$ cat config.mk
export PLATFORM = sky130hd
export DESIGN_NAME = fso_ctrl
export DESIGN_NICKNAME = d
export VERILOG_FILES = /design/src/rtl/fso_pkg.sv /design/src/rtl/fso_ctrl.sv
export SDC_FILE = /design/constraint.sdc
export NUM_CORES = 1
export LEC_CHECK = 0
export CORE_ASPECT_RATIO = 1.25
export CORE_MARGIN = 4
export CORE_UTILIZATION = 60
export CTS_CLUSTER_SIZE = 10
export DETAILED_ROUTE_END_ITERATION = 8
export DONT_BUFFER_PORTS = 1
export GPL_TIMING_DRIVEN = 0
export HOLD_SLACK_MARGIN = 0.03
export PLACE_DENSITY = 0.76
export SETUP_SLACK_MARGIN = 0.3
export SLEW_MARGIN = 20
export SYNTH_ARGS = -nofsm -noshare
export SYNTH_HDL_FRONTEND = slang
export SYNTH_SLANG_ARGS = --single-unit
$ cat constraint.sdc
create_clock -name clk -period 5.21 [get_ports clk]
set_clock_uncertainty 0.1 [all_clocks]
set_input_delay 0.521 -clock clk [delete_from_list [all_inputs] [get_ports clk]]
set_output_delay 0.521 -clock clk [all_outputs]
set_load 0.01 [all_outputs]
$ cat src/rtl/fso_pkg.sv
// ----------------------------------------------------------------------------
// fso_pkg
// Shared types, constants, coefficient tables and sequencer tables of the
// fractal spiral oscillator.
// ----------------------------------------------------------------------------
package fso_pkg;

  localparam int MAX_OCTAVES = 16;
  localparam int OCT_LEN     = 44;
  localparam int POST_LEN    = 74;
  localparam int DIV_BITS    = 31;

  // datapath operation codes
  localparam logic [5:0] OP_NOP      = 6'd0;
  localparam logic [5:0] OP_START    = 6'd1;
  localparam logic [5:0] OP_MUL_MHP  = 6'd2;
  localparam logic [5:0] OP_MUL_MLP  = 6'd3;
  localparam logic [5:0] OP_MUL_UU   = 6'd4;
  localparam logic [5:0] OP_MUL_TU2  = 6'd5;
  localparam logic [5:0] OP_MUL_UT   = 6'd6;
  localparam logic [5:0] OP_MUL_WT   = 6'd7;
  localparam logic [5:0] OP_MUL_WG   = 6'd8;
  localparam logic [5:0] OP_MUL_MHL  = 6'd9;
  localparam logic [5:0] OP_MUL_MLL  = 6'd10;
  localparam logic [5:0] OP_MUL_GD   = 6'd11;
  localparam logic [5:0] OP_MUL_XL   = 6'd12;
  localparam logic [5:0] OP_MUL_FL   = 6'd13;
  localparam logic [5:0] OP_MUL_EY   = 6'd14;
  localparam logic [5:0] OP_MUL_EHS  = 6'd15;
  localparam logic [5:0] OP_MUL_ELS  = 6'd16;
  localparam logic [5:0] OP_MUL_NXCS = 6'd17;
  localparam logic [5:0] OP_MUL_NYSN = 6'd18;
  localparam logic [5:0] OP_MUL_NXSN = 6'd19;
  localparam logic [5:0] OP_MUL_NYCS = 6'd20;
  localparam logic [5:0] OP_MUL_RXH  = 6'd21;
  localparam logic [5:0] OP_MUL_RXL  = 6'd22;
  localparam logic [5:0] OP_MUL_RYH  = 6'd23;
  localparam logic [5:0] OP_MUL_RYL  = 6'd24;
  localparam logic [5:0] OP_WB_SH0   = 6'd25;
  localparam logic [5:0] OP_WB_SH16  = 6'd26;
  localparam logic [5:0] OP_WB_SH18  = 6'd27;
  localparam logic [5:0] OP_WB_SH24  = 6'd28;
  localparam logic [5:0] OP_WB_ANG   = 6'd29;
  localparam logic [5:0] OP_TRIG_SET = 6'd30;
  localparam logic [5:0] OP_WB_U2    = 6'd31;
  localparam logic [5:0] OP_WB_H     = 6'd32;
  localparam logic [5:0] OP_WB_TRIG  = 6'd33;
  localparam logic [5:0] OP_WB_SX    = 6'd34;
  localparam logic [5:0] OP_WB_SY    = 6'd35;
  localparam logic [5:0] OP_WB_W     = 6'd36;
  localparam logic [5:0] OP_WB_M     = 6'd37;
  localparam logic [5:0] OP_WB_X     = 6'd38;
  localparam logic [5:0] OP_WB_T     = 6'd39;
  localparam logic [5:0] OP_WB_Y     = 6'd40;
  localparam logic [5:0] OP_WB_E     = 6'd41;
  localparam logic [5:0] OP_WB_ENV   = 6'd42;
  localparam logic [5:0] OP_WB_RAD   = 6'd43;
  localparam logic [5:0] OP_SET_SPC  = 6'd44;
  localparam logic [5:0] OP_SAVE_CS  = 6'd45;
  localparam logic [5:0] OP_SAVE_SN  = 6'd46;
  localparam logic [5:0] OP_WB_RX    = 6'd47;
  localparam logic [5:0] OP_WB_RY    = 6'd48;
  localparam logic [5:0] OP_WB_OX    = 6'd49;
  localparam logic [5:0] OP_WB_OY    = 6'd50;
  localparam logic [5:0] OP_DIV_LOAD = 6'd51;
  localparam logic [5:0] OP_DIV_STEP = 6'd52;
  localparam logic [5:0] OP_DIV_STORE = 6'd53;
  localparam logic [5:0] OP_LOAD_OUT = 6'd54;

  // configuration register indexes
  localparam logic [2:0] REG_PHASE_STEP    = 3'd0;
  localparam logic [2:0] REG_SPIN_STEP     = 3'd1;
  localparam logic [2:0] REG_RADIUS_SCALE  = 3'd2;
  localparam logic [2:0] REG_GROWTH_RATE   = 3'd3;
  localparam logic [2:0] REG_OCTAVE_WEIGHT = 3'd4;
  localparam logic [2:0] REG_SPEED_RATIO   = 3'd5;
  localparam logic [2:0] REG_OCTAVE_COUNT  = 3'd6;
  localparam logic [2:0] REG_TWIST_TURNS   = 3'd7;

  typedef struct packed {
    logic [5:0] op;
    logic       sel;   // 0: x channel, 1: y channel (divider)
  } cmd_t;

  typedef struct packed {
    logic [4:0] n_oct;
  } status_t;

  function automatic logic signed [31:0] sin_coef(input logic [2:0] i);
    logic signed [31:0] c;
    unique case (i)
      3'd0: c = 32'sd1686629713;
      3'd1: c = -32'sd693598668;
      3'd2: c = 32'sd85569306;
      3'd3: c = -32'sd5026995;
      3'd4: c = 32'sd172272;
      3'd5: c = -32'sd3864;
      default: c = 32'sd0;
    endcase
    return c;
  endfunction

  function automatic logic [31:0] exp_coef(input logic [2:0] i);
    logic [31:0] c;
    unique case (i)
      3'd0: c = 32'd1073741824;
      3'd1: c = 32'd1073741824;
      3'd2: c = 32'd536870912;
      3'd3: c = 32'd178956971;
      3'd4: c = 32'd44739243;
      3'd5: c = 32'd8947849;
      3'd6: c = 32'd1491308;
      3'd7: c = 32'd213044;
      default: c = 32'd0;
    endcase
    return c;
  endfunction

  // sine of the angle in ta, result in trg
  function automatic logic [5:0] trig_op(input logic [3:0] j);
    logic [5:0] o;
    unique case (j)
      4'd0: o = OP_TRIG_SET;
      4'd1: o = OP_MUL_UU;
      4'd2: o = OP_WB_U2;
      4'd3, 4'd5, 4'd7, 4'd9, 4'd11: o = OP_MUL_TU2;
      4'd4, 4'd6, 4'd8, 4'd10, 4'd12: o = OP_WB_H;
      4'd13: o = OP_MUL_UT;
      4'd14: o = OP_WB_TRIG;
      default: o = OP_NOP;
    endcase
    return o;
  endfunction

  function automatic logic [5:0] oct_op(input logic [5:0] i);
    logic [5:0] o;
    priority if (i >= 6'd4 && i <= 6'd18) o = trig_op(4'(i - 6'd4));
    else if (i >= 6'd21 && i <= 6'd35) o = trig_op(4'(i - 6'd21));
    else begin
      unique case (i)
        6'd0:  o = OP_MUL_MHP;
        6'd1:  o = OP_WB_SH24;
        6'd2:  o = OP_MUL_MLP;
        6'd3:  o = OP_WB_ANG;
        6'd19: o = OP_MUL_WT;
        6'd20: o = OP_WB_SX;
        6'd36: o = OP_MUL_WT;
        6'd37: o = OP_WB_SY;
        6'd38: o = OP_MUL_WG;
        6'd39: o = OP_WB_W;
        6'd40: o = OP_MUL_MHL;
        6'd41: o = OP_WB_SH16;
        6'd42: o = OP_MUL_MLL;
        6'd43: o = OP_WB_M;
        default: o = OP_NOP;
      endcase
    end
    return o;
  endfunction

  function automatic logic [5:0] post_op(input logic [6:0] i);
    logic [5:0] o;
    priority if (i >= 7'd6 && i <= 7'd19) o = i[0] ? OP_WB_E : OP_MUL_EY;
    else if (i >= 7'd26 && i <= 7'd40) o = trig_op(4'(i - 7'd26));
    else if (i >= 7'd42 && i <= 7'd56) o = trig_op(4'(i - 7'd42));
    else begin
      unique case (i)
        7'd0:  o = OP_MUL_GD;
        7'd1:  o = OP_WB_X;
        7'd2:  o = OP_MUL_XL;
        7'd3:  o = OP_WB_T;
        7'd4:  o = OP_MUL_FL;
        7'd5:  o = OP_WB_Y;
        7'd20: o = OP_WB_ENV;
        7'd21: o = OP_MUL_EHS;
        7'd22: o = OP_WB_SH24;
        7'd23: o = OP_MUL_ELS;
        7'd24: o = OP_WB_RAD;
        7'd25: o = OP_SET_SPC;
        7'd41: o = OP_SAVE_CS;
        7'd57: o = OP_SAVE_SN;
        7'd58: o = OP_MUL_NXCS;
        7'd59: o = OP_WB_SH0;
        7'd60: o = OP_MUL_NYSN;
        7'd61: o = OP_WB_RX;
        7'd62: o = OP_MUL_NXSN;
        7'd63: o = OP_WB_SH0;
        7'd64: o = OP_MUL_NYCS;
        7'd65: o = OP_WB_RY;
        7'd66: o = OP_MUL_RXH;
        7'd67: o = OP_WB_SH18;
        7'd68: o = OP_MUL_RXL;
        7'd69: o = OP_WB_OX;
        7'd70: o = OP_MUL_RYH;
        7'd71: o = OP_WB_SH18;
        7'd72: o = OP_MUL_RYL;
        7'd73: o = OP_WB_OY;
        default: o = OP_NOP;
      endcase
    end
    return o;
  endfunction

endpackage

$ cat src/rtl/fso_ctrl.sv
// ----------------------------------------------------------------------------
// fso_ctrl
// Sequencer: steps the datapath through the octave loop, the two divisions
// and the envelope / rotation tail, and owns the stream handshakes.
// ----------------------------------------------------------------------------
module fso_ctrl (
  input  logic             clk,
  input  logic             rst,
  input  logic             in_valid,
  input  logic             in_tick,
  output logic             in_ready,
  output logic             out_valid,
  input  logic             out_ready,
  input  fso_pkg::status_t stat,
  output fso_pkg::cmd_t    cmd
);

  localparam logic [2:0] ST_IDLE = 3'd0;
  localparam logic [2:0] ST_OCT  = 3'd1;
  localparam logic [2:0] ST_DIV  = 3'd2;
  localparam logic [2:0] ST_POST = 3'd3;
  localparam logic [2:0] ST_FIN  = 3'd4;

  logic [2:0] state, state_next;
  logic [6:0] idx, idx_next;
  logic [4:0] k, k_next;
  logic [5:0] cnt, cnt_next;
  logic       sel, sel_next;
  logic       ovalid, ovalid_next;

  assign in_ready  = (state == ST_IDLE);
  assign out_valid = ovalid;

  always_comb begin
    state_next  = state;
    idx_next    = idx;
    k_next      = k;
    cnt_next    = cnt;
    sel_next    = sel;
    ovalid_next = ovalid && !out_ready;
    cmd.op      = fso_pkg::OP_NOP;
    cmd.sel     = sel;
    unique case (state)
      ST_IDLE: begin
        if (in_valid && in_tick) begin
          cmd.op     = fso_pkg::OP_START;
          state_next = ST_OCT;
          idx_next   = '0;
          k_next     = '0;
        end
      end
      ST_OCT: begin
        cmd.op = fso_pkg::oct_op(idx[5:0]);
        if (idx == 7'(fso_pkg::OCT_LEN - 1)) begin
          idx_next = '0;
          if (k == stat.n_oct - 5'd1) begin
            state_next = ST_DIV;
            cnt_next   = '0;
            sel_next   = 1'b0;
          end else begin
            k_next = k + 5'd1;
          end
        end else begin
          idx_next = idx + 7'd1;
        end
      end
      ST_DIV: begin
        priority if (cnt == '0) cmd.op = fso_pkg::OP_DIV_LOAD;
        else if (cnt == 6'(fso_pkg::DIV_BITS + 1)) cmd.op = fso_pkg::OP_DIV_STORE;
        else cmd.op = fso_pkg::OP_DIV_STEP;
        if (cnt == 6'(fso_pkg::DIV_BITS + 1)) begin
          cnt_next = '0;
          if (sel) begin
            state_next = ST_POST;
            idx_next   = '0;
          end else begin
            sel_next = 1'b1;
          end
        end else begin
          cnt_next = cnt + 6'd1;
        end
      end
      ST_POST: begin
        cmd.op = fso_pkg::post_op(idx);
        if (idx == 7'(fso_pkg::POST_LEN - 1)) state_next = ST_FIN;
        else idx_next = idx + 7'd1;
      end
      ST_FIN: begin
        // output register free or being emptied this cycle
        if (!ovalid || out_ready) begin
          cmd.op      = fso_pkg::OP_LOAD_OUT;
          ovalid_next = 1'b1;
          state_next  = ST_IDLE;
        end
      end
      default: state_next = ST_IDLE;
    endcase
  end

  always_ff @(posedge clk) begin
    if (rst) begin
      state  <= ST_IDLE;
      idx    <= '0;
      k      <= '0;
      cnt    <= '0;
      sel    <= 1'b0;
      ovalid <= 1'b0;
    end else begin
      state  <= state_next;
      idx    <= idx_next;
      k      <= k_next;
      cnt    <= cnt_next;
      sel    <= sel_next;
      ovalid <= ovalid_next;
    end
  end

endmodule

==> flow_summary.yaml <==
floorplan:
  die-area_mm2: 0.00677
  ios: 19
  rows: 29
  dieHeight_um: 91.0
  initial_utilization: 0.633
  core_region_area_mm2: 0.00523
  die_x_um: 74.4
logic_synthesis:
  synth-adder-area-share: 0.0984
  synth-simple-area-share: 0.243
  synth_fp_nets: 478
  synth-edff-count: 0
  synthArstFlopShare: 0
  avgSynthCellArea_um2: 7.48
  synth_top_family_by_area: "compound AO/OA/AOI/OAI gates"
  ys_warn_count: 0
  ys_ff_latch: 35
  synth-main-ff-cell: "dfxtp_1"
  muxShareOfSynthArea: 0.0310
  yosys.cell_types.count: 71
  synth_xor_area_frac: 0.0583
  syn_inst: 442
  ys_seq_area_frac: 0.212
  syn-cell-area_mm2: 0.00331
  synth_compound_area_frac: 0.294
sta:
  setup_viol: 0
  period_share: 0.841
  finalHoldViolCount: 0
  finalCriticalPeriod_ps: 4380
  fmax_ghz: 0.228
  hold_slack_ps: 407
  tightestPinTransition_ps: 997
  rsz0062_at_grt: "no"
  finalMaxSlewViolations: 0
  setup_ws_ps: 828
  relSlewSlack: 0.325
  finalSetupTns_ps: 0
final_layout:
  syn_to_final_growth_pct: 5.94
  final_common_cell: "nor2_1"
  drive_gt1_frac: 0.0911
  layout.core_utilization: 0.670
  antenna_cells: 0
  nets: 485
  layout_common_cells: "nor2_1, nand2_1, dfxtp_1, o21ai_0"
  final_cells: 512
  fillers: 491
  fin_area_mm2: 0.00350
pwr:
  irDropWorstVdd_v: 0.000219
  cellLeakagePower_nw: 1.41
  p_per_area_mw_per_mm2: 322
  power.total_mw: 1.13
clock_network:
  cts_tree: "built"
  cts_buffer_depth: 2
  cts.clk_slew.worst_paths_ps: 80
  post_cts_resized: 0
  hold_buffers: 0
  clock_sinks: 35
  clk-insertion-delay-late_ps: 290
  cts_buffers: 5
  clockRootBuffer: "clkbuf_8"
  postCtsSetupBuffers: 0
  cts_max_level: 2
detailed_routing:
  drtAntennaViolNets: 0
  first_iter_violations: 324
  routed_via_density: 6.85
  dr_wl_met3_um: 706
  wl_met2_um: 4520
  topRoutingLayerUsed: "met4"
  via_count: 3506
  wl_met1_um: 4000
  first_pass_iters: 5
  wire_per_inst_um: 18.9
  drcViolationCount: 0
  routed_wirelength_um: 9680
global_route:
  grt_pass1_wl_um: 15700
  antenna_found_initial: 0
  grt_pass1_vias: 3298
  grt.overflow.total: 0
  grt_use_total: 0.294
  grt_max_degree: 13
worst_setup_path:
  cp-startpoint: "idx[2]"
  critPathTopFamily: "compound AO/OA/AOI/OAI gates"
  cp.required_ps: 5330
  worstPathArrival_ps: 4500
  worstSetupPathDepth: 14
  crit_type: "reg2reg"
  critPathMaxStageDelay_ps: 570
  crit_path_frequent_cell: "inv_1"
  cp-start-kind: "flop"
  rr_worst_depth: 14
  endpoint_kind: "flop"
  reg2reg_slack_ps: 830
  crit_slowest_cell: "dfxtp_1"
  worst-path-buf-inv: 4
  path_max_fanout: 10
  worstPathCellList: "clkbuf_1 > inv_1 > ha_1 > and4_1 > a31oi_2 > a21oi_1 > a211o_1 > inv_1 > ha_1 > inv_1 > o32a_1 > o221ai_1 > o221ai_1 > nand2_1"
  rr_startpoint: "idx[2]"
status:
  status: "finished, final reports clean"
place:
  portBuffers: 0
  dpl_worst_slack_ps: 992
  hpwl_um: 7510
  place_area_mm2: 0.00338
  place_inst: 504
  globalplace.congestion: 0.999
job:
  max_cap_violations: 0
hold_path:
  hp-class: "in2reg"
## cell type report
type | instances | area [um2] | share of cell area
multi-input combinational | 356 | 2400 | 0.686
sequential | 35 | 701 | 0.200
tap | 62 | 77.6 | 0.0222
buffer | 22 | 101 | 0.0289
clock buffer | 5 | 68.8 | 0.0196
inverter | 29 | 109 | 0.0311
clock inverter | 3 | 43.8 | 0.0125
## cell usage after synthesis (4+ instances only)
cell type,n,share of area
a31oi_1,7,0.013
clkbuf_1,15,0.017
xor2_1,8,0.021
mux2i_1,8,0.024
nand3_1,11,0.017
o21ai_0,29,0.044
a21boi_0,4,0.0091
o22ai_1,4,0.0076
o211ai_1,4,0.0091
a211o_1,6,0.016
dfxtp_1,35,0.21
inv_2,4,0.0045
nor3_1,12,0.018
a211oi_1,6,0.014
a311oi_1,4,0.011
o2111ai_1,4,0.011
nand2_1,40,0.045
inv_1,25,0.028
ha_1,26,0.098
a22oi_1,5,0.011
nor2_1,50,0.057
xnor2_1,14,0.037
a21oi_1,26,0.039
nand4_1,10,0.019
nand2b_1,13,0.025
## kinds of logic after synthesis
group / count (synthesis)
simple gates: 163
mux: 10
compound gates: 135
buf+inv: 51
flops: 35
xor+xnor: 22
fa+ha+maj: 26
## per-layer routing
layer / GRT usage / up-vias
met1: 0.366 / 1619
met4: 0.172 / 0
li1: - / 1630
met3: 0.0409 / 43
met5: 0 / -
met2: 0.469 / 214
## worst min-delay path by stage
stage / from / slack, ps / cells past startpoint / to
after floorplan: cnt[4] / 390 / 2 / cnt[4]
after global placement: cnt[4] / 410 / 2 / cnt[4]
after detailed placement: k[4] / 430 / 2 / k[4]
after CTS: out_ready / 390 / 2 / out_valid
after global routing: out_ready / 420 / 2 / out_valid
final: out_ready / 410 / 2 / out_valid
## report_power, final
| part | total [mW] | switching, mW | leakage [nW] | internal, mW |
|---|---|---|---|---|
| Sequential | 0.337 | 0.0281 | 0.284 | 0.308 |
| Clock | 0.244 | 0.101 | 0.0581 | 0.142 |
| Combinational | 0.546 | 0.354 | 1.07 | 0.192 |
Power figures use the tool's default switching activity.
